### src/fdsc_pkg.sv
`timescale 1ns / 1ps
// ----------------------------------------------------------------------------
// fdsc_pkg
// Types and constants shared by the frame deframer with additive checksum.
// ----------------------------------------------------------------------------
package fdsc_pkg;

   // header layout
   localparam int unsigned HEADER_BYTES = 5;
   localparam int unsigned POS_W        = 9;
   localparam int unsigned COUNT_W      = POS_W + 1;
   localparam logic [POS_W-1:0] POSITION_MAX = {POS_W{1'b1}};

   // header byte positions
   localparam logic [POS_W-1:0] POS_MARKER   = POS_W'(0);
   localparam logic [POS_W-1:0] POS_LENGTH   = POS_W'(1);
   localparam logic [POS_W-1:0] POS_SEQUENCE = POS_W'(2);
   localparam logic [POS_W-1:0] POS_KIND     = POS_W'(3);
   localparam logic [POS_W-1:0] POS_CHECKSUM = POS_W'(4);

   // frame status codes
   localparam logic [2:0] STATUS_OK        = 3'd0;
   localparam logic [2:0] STATUS_SHORT     = 3'd1;
   localparam logic [2:0] STATUS_BAD_MARK  = 3'd2;
   localparam logic [2:0] STATUS_TOO_LONG  = 3'd3;
   localparam logic [2:0] STATUS_TRUNCATED = 3'd4;
   localparam logic [2:0] STATUS_CHECKSUM  = 3'd5;

   // control register indexes and reset values
   localparam logic CSR_START_MARKER = 1'b0;
   localparam logic CSR_MAX_PAYLOAD  = 1'b1;
   localparam logic [7:0] START_MARKER_RESET = 8'd126;
   localparam logic [7:0] MAX_PAYLOAD_RESET  = 8'd64;

   typedef struct packed {
      logic [7:0] rx_byte;
      logic       buffer_end;
   } req_type;

   typedef struct packed {
      logic       payload_valid;
      logic [7:0] payload_byte;
      logic       frame_done;
      logic [2:0] frame_status;
      logic [7:0] frame_length;
      logic [7:0] frame_sequence;
      logic [7:0] frame_kind;
   } rsp_type;

   typedef struct packed {
      logic [7:0] start_marker;
      logic [7:0] max_payload;
   } cfg_type;

endpackage

### src/frame_deframer_sum_checksum.sv
`timescale 1ns / 1ps
// ----------------------------------------------------------------------------
// frame_deframer_sum_checksum
// Length-prefixed frame parser with an additive 8-bit checksum.
// ----------------------------------------------------------------------------
// Usage:
//   req_* carries one received byte per transfer, with buffer_end set on the
//   last byte of a buffer. Every input transfer yields exactly one rsp_*
//   transfer: payload bytes are flagged by payload_valid, and on the last
//   byte frame_done is set with the status and header fields.
//   The result of a byte sits in the output register in the cycle after its
//   transfer. Throughput is one byte per cycle while the receiver does not
//   stall; the parser state update (compare, 8-bit add, position count) is
//   combinational, so bytes can follow back to back.
//   When the receiver stalls, the output register holds its result and
//   req_stall rises only while a result is waiting and rsp_stall is high;
//   a new byte is taken in the same cycle the held result leaves.
//   csr_* writes start_marker (index 0) and max_payload (index 1); writes
//   take effect from the next byte. Synchronous reset clears the parser and
//   the output valid flag, and sets start_marker to 126 and max_payload to 64.
// ----------------------------------------------------------------------------
module frame_deframer_sum_checksum (
   input  logic              clock,
   input  logic              reset,
   input  logic              req_valid,
   output logic              req_stall,
   input  fdsc_pkg::req_type req_data,
   output logic              rsp_valid,
   input  logic              rsp_stall,
   output fdsc_pkg::rsp_type rsp_data,
   input  logic              csr_wen,
   input  logic              csr_index,
   input  logic [7:0]        csr_wdata
);

   fdsc_pkg::cfg_type cfg_ff;
   fdsc_pkg::rsp_type result;
   fdsc_pkg::rsp_type rsp_data_ff;
   logic              rsp_valid_ff;
   logic              req_take;

   // control registers
   always_ff @(posedge clock) begin
      if (reset) begin
         cfg_ff.start_marker <= fdsc_pkg::START_MARKER_RESET;
         cfg_ff.max_payload  <= fdsc_pkg::MAX_PAYLOAD_RESET;
      end else if (csr_wen) begin
         unique case (csr_index)
            fdsc_pkg::CSR_START_MARKER: cfg_ff.start_marker <= csr_wdata;
            fdsc_pkg::CSR_MAX_PAYLOAD:  cfg_ff.max_payload  <= csr_wdata;
            default: ;
         endcase
      end
   end

   // input transfer when the output slot is free or leaving
   assign req_stall = rsp_valid_ff && rsp_stall;
   assign req_take  = req_valid && !req_stall;

   fdsc_parser u_parser (
      .clock   (clock),
      .reset   (reset),
      .advance (req_take),
      .req     (req_data),
      .cfg     (cfg_ff),
      .result  (result)
   );

   // output register
   always_ff @(posedge clock) begin
      if (reset) begin
         rsp_valid_ff <= 1'b0;
      end else if (req_take) begin
         rsp_valid_ff <= 1'b1;
      end else if (!rsp_stall) begin
         rsp_valid_ff <= 1'b0;
      end
   end

   always_ff @(posedge clock) begin
      if (req_take) begin
         rsp_data_ff <= result;
      end
   end

   assign rsp_valid = rsp_valid_ff;
   assign rsp_data  = rsp_data_ff;

   // every input transfer shows up in the output register next cycle
   a_take_gives_result: assert property (@(posedge clock) disable iff (reset)
      req_take |=> rsp_valid)
      else $error("input transfer without a result");

   // a held result is not overwritten while the receiver stalls
   a_held_result: assert property (@(posedge clock) disable iff (reset)
      (rsp_valid && rsp_stall) |=> (rsp_valid && $stable(rsp_data)))
      else $error("stalled result changed");

   // status and header fields stay zero outside the end of a buffer
   a_fields_idle: assert property (@(posedge clock) disable iff (reset)
      (rsp_valid && !rsp_data.frame_done) |->
      (rsp_data.frame_status == fdsc_pkg::STATUS_OK &&
       rsp_data.frame_length == 8'd0 && rsp_data.frame_sequence == 8'd0 &&
       rsp_data.frame_kind == 8'd0))
      else $error("frame fields set without frame_done");

   // on the last byte, a payload byte is never passed on for a short, bad-marker or too-long frame
   a_payload_status: assert property (@(posedge clock) disable iff (reset)
      (rsp_valid && rsp_data.payload_valid && rsp_data.frame_done) |->
      (rsp_data.frame_status != fdsc_pkg::STATUS_SHORT &&
       rsp_data.frame_status != fdsc_pkg::STATUS_BAD_MARK &&
       rsp_data.frame_status != fdsc_pkg::STATUS_TOO_LONG))
      else $error("payload passed on for a rejected frame");

endmodule

### src/fdsc_parser.sv
`timescale 1ns / 1ps
// ----------------------------------------------------------------------------
// fdsc_parser
// Byte-wise frame parser: holds position, header fields and running sum,
// and forms the result for the byte presented on req.
// ----------------------------------------------------------------------------
module fdsc_parser (
   input  logic              clock,
   input  logic              reset,
   input  logic              advance,
   input  fdsc_pkg::req_type req,
   input  fdsc_pkg::cfg_type cfg,
   output fdsc_pkg::rsp_type result
);

   logic [fdsc_pkg::POS_W-1:0] position_ff, position_in;
   logic [7:0] length_ff, length_in;
   logic [7:0] sequence_ff, sequence_in;
   logic [7:0] kind_ff, kind_in;
   logic [7:0] received_ff, received_in;
   logic [7:0] sum_ff, sum_in;
   logic       marker_bad_ff, marker_bad_in;

   // values after this byte, before the end-of-buffer clear
   logic [7:0] length_upd, sequence_upd, kind_upd, received_upd, sum_upd;
   logic       marker_bad_upd;
   logic       in_payload, add_byte, pay;
   logic [fdsc_pkg::POS_W-1:0]   pay_offset;
   logic [fdsc_pkg::COUNT_W-1:0] count, needed;
   logic [2:0] status;

   // payload window check
   assign pay_offset = position_ff - fdsc_pkg::POS_W'(fdsc_pkg::HEADER_BYTES);
   assign in_payload = (position_ff >= fdsc_pkg::POS_W'(fdsc_pkg::HEADER_BYTES)) &&
                       (pay_offset < {1'b0, length_ff});
   assign pay = in_payload && !marker_bad_ff && (length_ff <= cfg.max_payload);

   // header capture and checksum byte selection
   always_comb begin
      length_upd     = length_ff;
      sequence_upd   = sequence_ff;
      kind_upd       = kind_ff;
      received_upd   = received_ff;
      marker_bad_upd = marker_bad_ff;
      add_byte       = 1'b0;
      unique case (position_ff)
         fdsc_pkg::POS_MARKER: begin
            marker_bad_upd = (req.rx_byte != cfg.start_marker);
         end
         fdsc_pkg::POS_LENGTH: begin
            length_upd = req.rx_byte;
            add_byte   = 1'b1;
         end
         fdsc_pkg::POS_SEQUENCE: begin
            sequence_upd = req.rx_byte;
            add_byte     = 1'b1;
         end
         fdsc_pkg::POS_KIND: begin
            kind_upd = req.rx_byte;
            add_byte = 1'b1;
         end
         fdsc_pkg::POS_CHECKSUM: begin
            received_upd = req.rx_byte;
         end
         default: begin
            add_byte = in_payload;
         end
      endcase
   end

   assign sum_upd = add_byte ? (sum_ff + req.rx_byte) : sum_ff;

   // status, first failing check wins
   assign count  = {1'b0, position_ff} + fdsc_pkg::COUNT_W'(1);
   assign needed = fdsc_pkg::COUNT_W'(fdsc_pkg::HEADER_BYTES) +
                   {{(fdsc_pkg::COUNT_W-8){1'b0}}, length_upd};

   always_comb begin
      priority if (count < fdsc_pkg::COUNT_W'(fdsc_pkg::HEADER_BYTES)) begin
         status = fdsc_pkg::STATUS_SHORT;
      end else if (marker_bad_upd) begin
         status = fdsc_pkg::STATUS_BAD_MARK;
      end else if (length_upd > cfg.max_payload) begin
         status = fdsc_pkg::STATUS_TOO_LONG;
      end else if (count < needed) begin
         status = fdsc_pkg::STATUS_TRUNCATED;
      end else if (sum_upd != received_upd) begin
         status = fdsc_pkg::STATUS_CHECKSUM;
      end else begin
         status = fdsc_pkg::STATUS_OK;
      end
   end

   // result for this byte
   always_comb begin
      result.payload_valid  = pay;
      result.payload_byte   = pay ? req.rx_byte : 8'd0;
      result.frame_done     = req.buffer_end;
      result.frame_status   = req.buffer_end ? status : fdsc_pkg::STATUS_OK;
      result.frame_length   = req.buffer_end ? length_upd : 8'd0;
      result.frame_sequence = req.buffer_end ? sequence_upd : 8'd0;
      result.frame_kind     = req.buffer_end ? kind_upd : 8'd0;
   end

   // next state, cleared at end of buffer
   always_comb begin
      if (req.buffer_end) begin
         position_in   = '0;
         length_in     = '0;
         sequence_in   = '0;
         kind_in       = '0;
         received_in   = '0;
         sum_in        = '0;
         marker_bad_in = 1'b0;
      end else begin
         position_in   = (position_ff < fdsc_pkg::POSITION_MAX) ?
                         position_ff + fdsc_pkg::POS_W'(1) : position_ff;
         length_in     = length_upd;
         sequence_in   = sequence_upd;
         kind_in       = kind_upd;
         received_in   = received_upd;
         sum_in        = sum_upd;
         marker_bad_in = marker_bad_upd;
      end
   end

   always_ff @(posedge clock) begin
      if (reset) begin
         position_ff   <= '0;
         length_ff     <= '0;
         sequence_ff   <= '0;
         kind_ff       <= '0;
         received_ff   <= '0;
         sum_ff        <= '0;
         marker_bad_ff <= 1'b0;
      end else if (advance) begin
         position_ff   <= position_in;
         length_ff     <= length_in;
         sequence_ff   <= sequence_in;
         kind_ff       <= kind_in;
         received_ff   <= received_in;
         sum_ff        <= sum_in;
         marker_bad_ff <= marker_bad_in;
      end
   end

endmodule

### config.mk
export PLATFORM = sky130hd
export DESIGN_NAME = frame_deframer_sum_checksum
export DESIGN_NICKNAME = d
export VERILOG_FILES = /design/src/fdsc_pkg.sv /design/src/frame_deframer_sum_checksum.sv /design/src/fdsc_parser.sv
export SDC_FILE = /design/constraint.sdc
export NUM_CORES = 1
export LEC_CHECK = 0
export CORE_ASPECT_RATIO = 0.5
export CORE_MARGIN = 1
export CORE_UTILIZATION = 31
export CTS_BUF_LIST = sky130_fd_sc_hd__clkbuf_2 sky130_fd_sc_hd__clkbuf_4 sky130_fd_sc_hd__clkbuf_8
export CTS_CLUSTER_SIZE = 14
export DETAILED_ROUTE_END_ITERATION = 12
export DONT_BUFFER_PORTS = 1
export SYNTH_ARGS = -nofsm -noshare
export SYNTH_HDL_FRONTEND = slang
export SYNTH_SLANG_ARGS = --single-unit
### constraint.sdc
create_clock -name clock -period 7.23 [get_ports clock]
set_input_delay 1.0845 -clock clock [delete_from_list [all_inputs] [get_ports clock]]
set_output_delay 1.0845 -clock clock [all_outputs]
set_load 0.1 [all_outputs]
# Yosys cells after proc, flatten, opt, wreduce, memory -nomap -nowiden
# Cells that the tools add are included.
[totals]
regBits = 104
inputBits = 23
out_inout_bits = 39
word_cells = 78
[classes]
add_sub_neg = 5
order_cmp = 7
n_eq_ne = 7
muxes = 22
bitwise = 2
reduce_logical = 16
[op_table]
columns = ["operator", "n"]
rows = [
  ["$mux W8", 10],
  ["$eq A9 B2 Y1 const B", 2],
  ["$mux W9", 2],
  ["$ne A8 B8 Y1", 2],
  ["$add A9 B1 Y10 const B", 1],
  ["$lt A10 B10 Y1", 1],
  ["$lt A10 B3 Y1 const B", 1],
  ["$add A3 B8 Y9 const A", 1],
  ["$add A9 B1 Y9 const B", 1],
  ["$eq A9 B1 Y1 const B", 1],
  ["$eq A9 B3 Y1 const B", 1],
  ["$ge A9 B3 Y1 const B", 1],
  ["$logic_not A9 Y1", 1],
  ["$lt A9 B8 Y1", 1],
  ["$lt A9 B9 Y1 const B", 1],
  ["$sub A9 B3 Y9 const B", 1],
  ["$add A8 B8 Y8", 1],
  ["$gt A8 B8 Y1", 1],
  ["$le A8 B8 Y1", 1],
  ["$mux W3", 2],
  ["$reduce_and A2 Y1", 3],
  ["$logic_and A1 B1 Y1", 5],
  ["$mux W1", 5],
  ["$mux W2", 2],
  ["other kinds (8)", 11],
]

# Longest topological paths before layout
# Gate-level depths: netlist of run 1.
[depth]
depth_word = 11
depth_mapped = 18
depth_no_buf = 16

# Hierarchy
# From an unflattened synthesis of run 1, not the netlist that was laid out.
[hier_totals]
hier_cells = 633
area_unflattened_um2 = 5960.7
[by_module_without_submodules]
columns = ["mod", "instances", "cells_each", "area_each_um2", "seq_area_each_um2"]
rows = [
  ["fdsc_parser", 1, 523, 4120.2, 1001.0],
  ["frame_deframer_sum_checksum", 1, 110, 1840.5, 1451.4],
]

# Least setup slack after synthesis of run 1
# No wires, ideal clock.
[synth_path]
kind = "flip-flop to flip-flop"
start = "register u_parser.position_ff[3] in the netlist's numbering"
end = "register rsp_data_ff (netlist bit rsp_data[26]) (data pin)"
setup_ns = 0.190
arrival_time_ns = 3.393
required_time_ns = 7.040
path_slack_ns = 3.647
path_stages_with_launch = 19
n_path_buf = 2
period_less_slack_ns = 3.583
cell_sequence = "dfxtp_1 > buf_2 > or2_1 > buf_4 > nor4_4 > nand2_4 > mux2i_1 > inv_1 > ha_1 > nor2_1 > nor2_1 > xnor2_1 > ha_1 > a21o_1 > a21oi_1 > nor2b_1 > o31ai_2 > a21oi_1 > a2111oi_2"
[synth_via]
word_cells_on_any_way = 25
cone_classes = "3 x add/sub; 5 x order compare; 5 x eq/ne; 7 x mux; 5 x reduce/logical"
[synth_rtl]
columns = ["element", "line", "text"]
rows = [
  ["from (decl)", "fdsc_parser.sv:16", "logic [fdsc_pkg::POS_W-1:0] position_ff, position_in;"],
  ["from (signal assigned)", "fdsc_parser.sv:137", "position_ff <= position_in;"],
  ["$eq A9 B1 Y1 (*)", "fdsc_parser.sv:46", "unique case (position_ff)"],
  ["$mux W8 (*)", "fdsc_parser.sv:46", ""],
  ["net u_parser.length_upd[1]", "fdsc_parser.sv:25", "logic [7:0] length_upd, sequence_upd, kind_upd, received_upd, sum_upd;"],
  ["$add A3 B8 Y9", "fdsc_parser.sv:75", "assign needed = fdsc_pkg::COUNT_W'(fdsc_pkg::HEADER_BYTES) +"],
  ["$lt A10 B10 Y1", "fdsc_parser.sv:85", "end else if (count < needed) begin"],
  ["$mux W3", "fdsc_parser.sv:85", ""],
  ["to (signal assigned)", "frame_deframer_sum_checksum.sv:82", "rsp_data_ff <= result;"],
  ["to (decl)", "frame_deframer_sum_checksum.sv:38", "fdsc_pkg::rsp_type rsp_data_ff;"],
]
# The timed path passes the listed nets; every way through them passes the cells marked *.
# A chain may end at the register's enable or synchronous reset.

# Worst setup path after layout of run 1
[layout_path]
start = "register u_parser.position_ff[5] in the netlist's numbering"
end = "register rsp_data_ff (netlist bit rsp_data[24]) (data pin)"
[layout_via]
word_cells_on_any_way = 27
cone_classes = "3 x add/sub; 5 x order compare; 5 x eq/ne; 10 x mux; 4 x reduce/logical"
[layout_rtl]
columns = ["element", "line", "text"]
rows = [
  ["$eq A9 B1 Y1 (*)", "fdsc_parser.sv:46", ""],
  ["$mux W8 (*)", "fdsc_parser.sv:46", ""],
  ["net u_parser.length_upd[0]", "fdsc_parser.sv:25", ""],
  ["$add A3 B8 Y9", "fdsc_parser.sv:75", ""],
  ["$lt A10 B10 Y1", "fdsc_parser.sv:85", ""],
  ["$mux W3", "fdsc_parser.sv:85", ""],
  ["$mux W2 (*)", "fdsc_parser.sv:83", "end else if (length_upd > cfg.max_payload) begin"],
  ["$mux W2 (*)", "fdsc_parser.sv:81", "end else if (marker_bad_upd) begin"],
  ["$mux W1 (*)", "fdsc_parser.sv:79", "priority if (count < fdsc_pkg::COUNT_W'(fdsc_pkg::HEADER_BYTES)) begin"],
]
# Marks and branches as above.

==> results.yml, run 1 <==
place:
  port_buffers: 0
  place_worst_setup_slack_ns: 3.19
  gp_congestion: 0.850
  post-dp-hpwl_um: 11400
clock_network:
  cts_max_path_buffers: 2
  reg_clk_slew_reported_paths_ns: 0.11
  cts.repair.resized: 0
  cts.htree.levels: 3
  clock_sink_count: 104
  cts_tree: "yes"
  post_cts_buffers: 0
  clock_insertion_delay_worst_skew_ns: 0.38
  cts_made_buffers: 9
  clk_root_buffer_cell: "sky130_fd_sc_hd__clkbuf_8"
  post_cts_hold_buffer_count: 0
drt:
  route.detailed.drc: 0
  postRouteAntennaNets: 0
  finalWirelength_um: 15900
  drt_pass1_iterations: 6
  wl_per_cell_um: 17.5
  vias_per_cell: 5.33
  dr_total_vias: 4858
  drt_iter0_markers: 344
synthesis:
  ys.warnings.count: 0
  synth.cell_area_um2: 5990
  postSynth.topFlopCell: "sky130_fd_sc_hd__dfxtp_1"
  synth.lib_cells_used.distinct: 58
  synth_simple_gate_area_share_pct: 20.5
  synth_sequential_area_ratio_pct: 40.9
  async_flop_share_pct: 0
  post_synth_fa_ha_maj_area_fraction_pct: 9.31
  synth_largest_type_area_fraction_pct: 22.4
  synth_xor_xnor_area_share_pct: 5.12
  synth_top_cell_by_area: "sky130_fd_sc_hd__dfxtp_1"
  synth_area_leaders: "sky130_fd_sc_hd__dfxtp_1, sky130_fd_sc_hd__edfxtp_1, sky130_fd_sc_hd__ha_1, sky130_fd_sc_hd__a22oi_1, sky130_fd_sc_hd__nor2_1"
  synthCells: 664
  largest_family_of_logic_cells_by_synthesized_area: "simple AND/OR/NAND/NOR gates"
  syn_nets: 731
  fraction_of_the_mapped_netlist_area_in_compound_gates_pct: 16.9
  synth.mux.area_fraction_pct: 3.03
  yosys_register_bits: 104
  syn_area_per_cell_um2: 9.02
  synth_edf_count: 37
power_and_ir_drop:
  vdd_ir_drop_max_uv: 95.1
  internal_power_w: 0.000869
  combPwrFrac_pct: 9.7
  cellLeakagePower_nw: 2.42
  power.clock.fraction_pct: 33.3
  total_power_w: 0.00124
  netSwitchingPower_w: 0.000373
  power.density_nw_per_um2: 193
  power_frac_seq_pct: 57.0
  sw_frac_of_total_pct: 30.0
critical_path:
  cp_data_arrival_time_ns: 4.36
  worstPathMaxFanout: 23
  required_ns: 7.46
  capture_instance_of_the_worst_register_to_register_path: "rsp_data[24]"
  worst_setup_path_end_kind: "flip-flop"
  r2r.worst_path.cells: 16
  worst_setup_path_start_kind: "flip-flop"
  worst-setup-path-type: "reg -> reg"
  ff2ff_setup_slack_ns: 3.10
  worstReg2RegStart: "u_parser.position_ff[5]"
global_routing:
  grt_max_degree: 68
  antenna_found_initial: 0
  grt_pass1_wl_um: 25000
  gr-total-overflow: 0
  grt_usage_pct: 16.2
  first_global_vias: 4585
hold_path:
  hold_start: "cfg_ff[1]"
  holdPathStages: 2
  min_to: "cfg_ff[1]"
  hp-class: "reg -> reg"
sta:
  fin_setup_tns_ns: 0
  final.min_clock_period_ns: 4.13
  finClkSkew_ns: 0.0105
  slew-limit-headroom_pct: 29.6
  maxClockFrequency_mhz: 242
  timing_worst_slew_pin_value_ns: 1.05
  drv_slew: 0
  finalSetupViolCount: 0
  grt_setup_unrepaired: "false"
  final_hold_violating_endpoints: 0
  setup_ws_ns: 3.10
  timing.final.crit_share_pct: 57.1
finish:
  final_common_cell: "sky130_fd_sc_hd__nor2_1"
  finalNetCount: 714
  layout-drive-gt1-share_pct: 5.52
  antennaDiodeCount: 0
  fill_cells: 1921
  area_growth_syn_to_layout_pct: 7.33
  layout_common_cells: "sky130_fd_sc_hd__nor2_1, sky130_fd_sc_hd__dfxtp_1, sky130_fd_sc_hd__nand2_1"
floorplanning:
  design.die.area_um2: 19900
  core-area_um2: 18700
  core.rowCount: 35
  die_h_um: 100
  start_util_pct: 32.1
  die_w_um: 199
  num_io_pins: 62
status:
  status: "complete, no violations"
flow_run:
  drv.max_cap_violation_count: 0
cell families (layout without fill, tap and decap cells):
kind of cell	after synthesis	after routing
multiplexers	16	16
adder cells (fa/ha/maj)	44	44
XOR/XNOR	35	35
buffers and inverters	63	51
flip-flops	104	104
AO/OA/AOI/OAI	153	153
AND/OR/NAND/NOR	249	249
synthesized netlist by cell type, types with 4 or more instances:
library cell and n:
sky130_fd_sc_hd__nor2_1 72, sky130_fd_sc_hd__dfxtp_1 67, sky130_fd_sc_hd__nand2_1 60, sky130_fd_sc_hd__a21oi_1 46, sky130_fd_sc_hd__nand3_1 45, sky130_fd_sc_hd__a22oi_1 44, sky130_fd_sc_hd__ha_1 43, sky130_fd_sc_hd__edfxtp_1 37
sky130_fd_sc_hd__inv_1 29, sky130_fd_sc_hd__clkbuf_1 25, sky130_fd_sc_hd__xor2_1 19, sky130_fd_sc_hd__o21ai_0 17, sky130_fd_sc_hd__xnor2_1 16, sky130_fd_sc_hd__nor2b_1 15, sky130_fd_sc_hd__a21o_1 12, sky130_fd_sc_hd__and2_1 10
sky130_fd_sc_hd__and3_1 8, sky130_fd_sc_hd__mux2i_1 8, sky130_fd_sc_hd__nor3_1 8, sky130_fd_sc_hd__mux2_2 7, sky130_fd_sc_hd__nand3b_1 7, sky130_fd_sc_hd__nand4_1 5, sky130_fd_sc_hd__nand2b_1 4, sky130_fd_sc_hd__o21ai_1 4
sky130_fd_sc_hd__or3_1 4
worst max-delay path, stage by stage (launching register included):
cell and delay, ns:
sky130_fd_sc_hd__dfxtp_1 0.41, sky130_fd_sc_hd__or3_4 0.47, sky130_fd_sc_hd__nor4_4 0.14, sky130_fd_sc_hd__buf_4 0.32
sky130_fd_sc_hd__nand2_4 0.16, sky130_fd_sc_hd__mux2i_4 0.24, sky130_fd_sc_hd__inv_2 0.11, sky130_fd_sc_hd__ha_1 0.18
sky130_fd_sc_hd__nor2_1 0.07, sky130_fd_sc_hd__nor4_1 0.37, sky130_fd_sc_hd__xnor2_1 0.15, sky130_fd_sc_hd__ha_1 0.32
sky130_fd_sc_hd__nand4_1 0.08, sky130_fd_sc_hd__a211oi_1 0.27, sky130_fd_sc_hd__o31ai_2 0.12, sky130_fd_sc_hd__a2111o_1 0.42
sky130_fd_sc_hd__o221ai_1 0.14
sequential cells by signal, indices dropped and copies added, names as in the netlist:
name,flops
rsp_data,37
rsp_valid,1
u_parser.marker_bad_ff,1
u_parser.sum_ff,8
cfg_ff,16
u_parser.sequence_ff,8
u_parser.received_ff,8
u_parser.position_ff,9
u_parser.kind_ff,8
u_parser.length_ff,8
area by class of cell:
type	count	area (um2)	area share, %
well taps	259	324	5.04
multi-input cells	497	3290	51.1
repair buffers	3	22.5	0.350
clock buffers	10	131	2.04
flip-flops and latches	104	2450	38.1
inverters	32	120	1.87
clock inverters	6	92.6	1.44
power by group through the flow:
stage / logic [W] / clock network (W) / registers, W
6_report: 0.000120 / 0.000413 / 0.000708
5_1_grt: 0.000133 / 0.000441 / 0.000710
4_1_cts: 0.000119 / 0.000422 / 0.000708
3_5_place_dp: 0.000119 / 0 / 0.000722
3_3_place_gp: 0.000117 / 0 / 0.000721
2_1_floorplan: 0.0000979 / 0 / 0.000718
how the worst max path moves through the flow:
stage	start	endpoint
2_1_floorplan	u_parser.position_ff[3]	rsp_data[26]
5_1_grt	u_parser.position_ff[5]	rsp_data[24]
6_report	u_parser.position_ff[5]	rsp_data[24]
4_1_cts	u_parser.position_ff[5]	rsp_data[26]
3_5_place_dp	u_parser.position_ff[5]	rsp_data[26]
3_3_place_gp	u_parser.position_ff[5]	rsp_data[24]
routing by layer:
| metal | vias up | global-route usage, % | routed length [um] |
|---|---|---|---|
| met1 | 2314 | 21.4 | 7450 |
| met2 | 169 | 26.9 | 7360 |
| met5 | - | 0 | 0 |
| li1 | 2337 | - | - |
| met4 | 0 | 6.80 | 419 |
| met3 | 38 | 1.85 | 688 |
per-stage QoR:
stage	area (um2)	utilization, %	hold slack [ns]	std cells
5_1_grt	6430	34.5	0.470	911
6_report	6430	34.5	0.463	911
2_1_floorplan	5990	-	0.435	664
3_3_place_gp	6210	33.3	0.441	895
3_5_place_dp	6210	33.3	0.444	895
4_1_cts	6430	34.5	0.461	911
Power figures use the tool's default switching activity.
==> run 2: changes to the inputs <==
--- a/config.mk
+++ b/config.mk
@@ -5,6 +5,7 @@
 export SDC_FILE = /design/constraint.sdc
 export NUM_CORES = 1
 export LEC_CHECK = 0
+export ABC_AREA = 1
 export CORE_ASPECT_RATIO = 0.5
 export CORE_MARGIN = 1
 export CORE_UTILIZATION = 31
==> constraint.sdc (replaced) <==
create_clock -name clock -period 4.25 [get_ports clock]
set_input_delay 0.6375 -clock clock [delete_from_list [all_inputs] [get_ports clock]]
set_output_delay 0.6375 -clock clock [all_outputs]
set_load 0.1 [all_outputs]
==> run 2 against run 1 <==
  * Register-to-register slack got worse by 2.6 ns
  * Area after synthesis increased by 2.3%
  * Clock power increased by 48%
  * Sequential power increased by 72%
  * Design area increased by 2.0%
  * Critical path type unchanged
  * Largest cell class unchanged
  * Highest routed layer unchanged
==> results.yml, run 2 <==
hold_path:
  hp-class: "in -> reg"
  min_to: "u_parser.kind_ff[2]"
  holdPathStages: 1
  hold_start: "reset"
synthesis:
  synth_top_cell_by_area: "sky130_fd_sc_hd__dfxtp_1"
  fraction_of_the_mapped_netlist_area_in_compound_gates_pct: 11.9
  yosys.cell_count.top_type: "sky130_fd_sc_hd__nand2_1"
  syn_area_per_cell_um2: 7.63
  synth.cell_area_um2: 6130
  synth.mux.area_fraction_pct: 0
  yosys_register_bits: 104
  synth_simple_gate_area_share_pct: 26.3
  postSynth.topFlopCell: "sky130_fd_sc_hd__dfxtp_1"
  async_flop_share_pct: 0
  synthCells: 803
  synth_sequential_area_ratio_pct: 40.0
  ys.warnings.count: 0
  syn_nets: 870
  post_synth_fa_ha_maj_area_fraction_pct: 9.10
  netlist_top_cells_count: "sky130_fd_sc_hd__nand2_1, sky130_fd_sc_hd__inv_1, sky130_fd_sc_hd__a21oi_1"
  synth_xor_xnor_area_share_pct: 4.57
  synth.lib_cells_used.distinct: 41
  synth_largest_type_area_fraction_pct: 21.9
  synth_edf_count: 37
  synth_area_leaders: "sky130_fd_sc_hd__dfxtp_1, sky130_fd_sc_hd__edfxtp_1, sky130_fd_sc_hd__nand2_1, sky130_fd_sc_hd__ha_1, sky130_fd_sc_hd__a21oi_1"
  largest_family_of_logic_cells_by_synthesized_area: "simple AND/OR/NAND/NOR gates"
drt:
  route.detailed.drc: 0
  vias_per_cell: 4.93
  postRouteAntennaNets: 0
  topRoutingLayerUsed: "met4"
  drt_pass1_iterations: 5
  met1_wire_length_um: 7620
  met3WireLength_um: 774
  finalWirelength_um: 16200
  wl_per_cell_um: 15.3
  routed-wl-met2_um: 7420
  drt_iter0_markers: 492
  dr_total_vias: 5212
sta:
  final_hold_violating_endpoints: 0
  final.min_clock_period_ns: 3.74
  maxClockFrequency_mhz: 268
  fin_setup_tns_ns: 0
  grt_setup_unrepaired: "false"
  fin_hold_ws_ns: 0.318
  finalSetupViolCount: 0
  finClkSkew_ns: 0.0160
  timing_worst_slew_pin_value_ns: 1.09
  drv_slew: 0
  timing.final.crit_share_pct: 88.0
  slew-limit-headroom_pct: 26.9
finish:
  layout_common_cells: "sky130_fd_sc_hd__nand2_1, sky130_fd_sc_hd__inv_1, sky130_fd_sc_hd__a21oi_1"
  largest_register_ff_count: 37
  fin_util_pct: 34.8
  final_common_cell: "sky130_fd_sc_hd__nand2_1"
  antennaDiodeCount: 0
  area_growth_syn_to_layout_pct: 7.04
  layout.cell_area.non_filler_um2: 6560
  fill_cells: 1966
  layout-drive-gt1-share_pct: 7.38
  finalNetCount: 861
clock_network:
  clock_insertion_delay_worst_skew_ns: 0.38
  clk_root_buffer_cell: "sky130_fd_sc_hd__clkbuf_8"
  reg_clk_slew_reported_paths_ns: 0.12
  cts.htree.levels: 3
  cts_made_buffers: 9
  clock_sink_count: 104
  cts_max_path_buffers: 2
  cts.repair.resized: 0
  post_cts_buffers: 0
  cts_tree: "yes"
  post_cts_hold_buffer_count: 0
floorplanning:
  die_h_um: 101
  core-area_um2: 18900
  start_util_pct: 32.5
  die_w_um: 201
  core.rowCount: 35
  design.die.area_um2: 20400
  num_io_pins: 62
power_and_ir_drop:
  combPwrFrac_pct: 12.6
  internal_power_w: 0.00138
  power_frac_seq_pct: 58.1
  power.density_nw_per_um2: 319
  netSwitchingPower_w: 0.000716
  cellLeakagePower_nw: 2.70
  power.clock.fraction_pct: 29.3
  vdd_ir_drop_max_uv: 154
  sw_frac_of_total_pct: 34.2
critical_path:
  critical-path-max-stage-delay_ns: 0.41
  critPathMostFrequentCell: "sky130_fd_sc_hd__nand2_1"
  ff2ff_setup_slack_ns: 0.51
  cp_data_arrival_time_ns: 3.86
  required_ns: 4.37
  r2r.worst_path.cells: 27
  critical_path.slowest_cell: "sky130_fd_sc_hd__dfxtp_1"
  worst_setup_path_end_kind: "flip-flop"
  worst_setup_path_start_kind: "flip-flop"
  path_buf_inv: 3
  capture_instance_of_the_worst_register_to_register_path: "rsp_data[24]"
  worst_path_dominant_cell_family: "simple AND/OR/NAND/NOR gates"
  worstPathMaxFanout: 11
  worstReg2RegStart: "u_parser.position_ff[0]"
  worst-setup-path-type: "reg -> reg"
global_routing:
  first_global_vias: 4910
  gr-total-overflow: 0
  grt_pass1_wl_um: 25900
  grt_usage_pct: 16.3
  antenna_found_initial: 0
  grt_max_degree: 53
place:
  post-dp-hpwl_um: 12000
  post_dp_cell_area_um2: 6380
  port_buffers: 0
  gp_congestion: 0.918
status:
  status: "complete, no violations"
flow_run:
  drv.max_cap_violation_count: 0
-- run 2: cell types whose count changed after synthesis, sizes merged, moves of 7 or more --
cell	previous run	this run
nand2	61	213
inv	31	98
a22oi	44	0
o21ai	21	54
a21oi	46	77
or2	1	18
nor2b	15	0
a21o	12	0
and2	11	0
nor2	72	62
mux2i	9	0
and3	8	0
mux2	7	0
-- run 2: kinds of logic (layout without fill, tap and decap cells) --
group / count (synthesis) / count (layout)
buf+inv: 126 / 122
compound gates: 138 / 138
xor+xnor: 32 / 32
fa+ha+maj: 44 / 44
flops: 104 / 104
simple gates: 359 / 359
-- run 2: worst max-delay path by stage --
stage                       startpoint  depth (start not counted)             endpoint
3_5_place_dp   u_parser.position_ff[0]                         27         rsp_data[24]
4_1_cts        u_parser.position_ff[0]                         27         rsp_data[24]
5_1_grt        u_parser.position_ff[0]                         27         rsp_data[24]
2_1_floorplan                rsp_valid                          9  u_parser.kind_ff[0]
3_3_place_gp   u_parser.position_ff[0]                         25         rsp_data[24]
6_report       u_parser.position_ff[0]                         27         rsp_data[24]
-- run 2: power by group through the flow --
stage,logic [W],registers (W),clock network (W)
floorplan,0.000208,0.00123,0
global placement,0.000257,0.00124,0
detailed placement,0.000261,0.00124,0
CTS,0.000263,0.00122,0.000625
global route,0.000300,0.00122,0.000659
finish,0.000264,0.00122,0.000613
-- run 2: layer usage --
layer	global-route usage (%)	up-vias
li1	-	2589
met1	21.5	2439
met2	26.6	155
met3	3.19	29
met4	6.05	0
met5	0	-
-- run 2: area by class of cell --
type	instances	area [um2]	share of cell area [%]
Sequential cell	104	2450	37.4
Timing Repair Buffer	6	45.0	0.686
Clock buffer	10	131	2.00
Clock inverter	6	47.5	0.725
Multi-Input combinational cell	573	3190	48.6
Inverter	100	375	5.72
Tap cell	259	324	4.94
-- run 2: metrics by stage --
step / std cells / setup WS [ns] / power (W)
after floorplan: 803 / 0.607 / 0.00144
after global placement: 1042 / 0.723 / 0.00150
after detailed placement: 1042 / 0.587 / 0.00150
after CTS: 1058 / 0.555 / 0.00211
after global routing: 1058 / 0.155 / 0.00218
final: 1058 / 0.512 / 0.00210
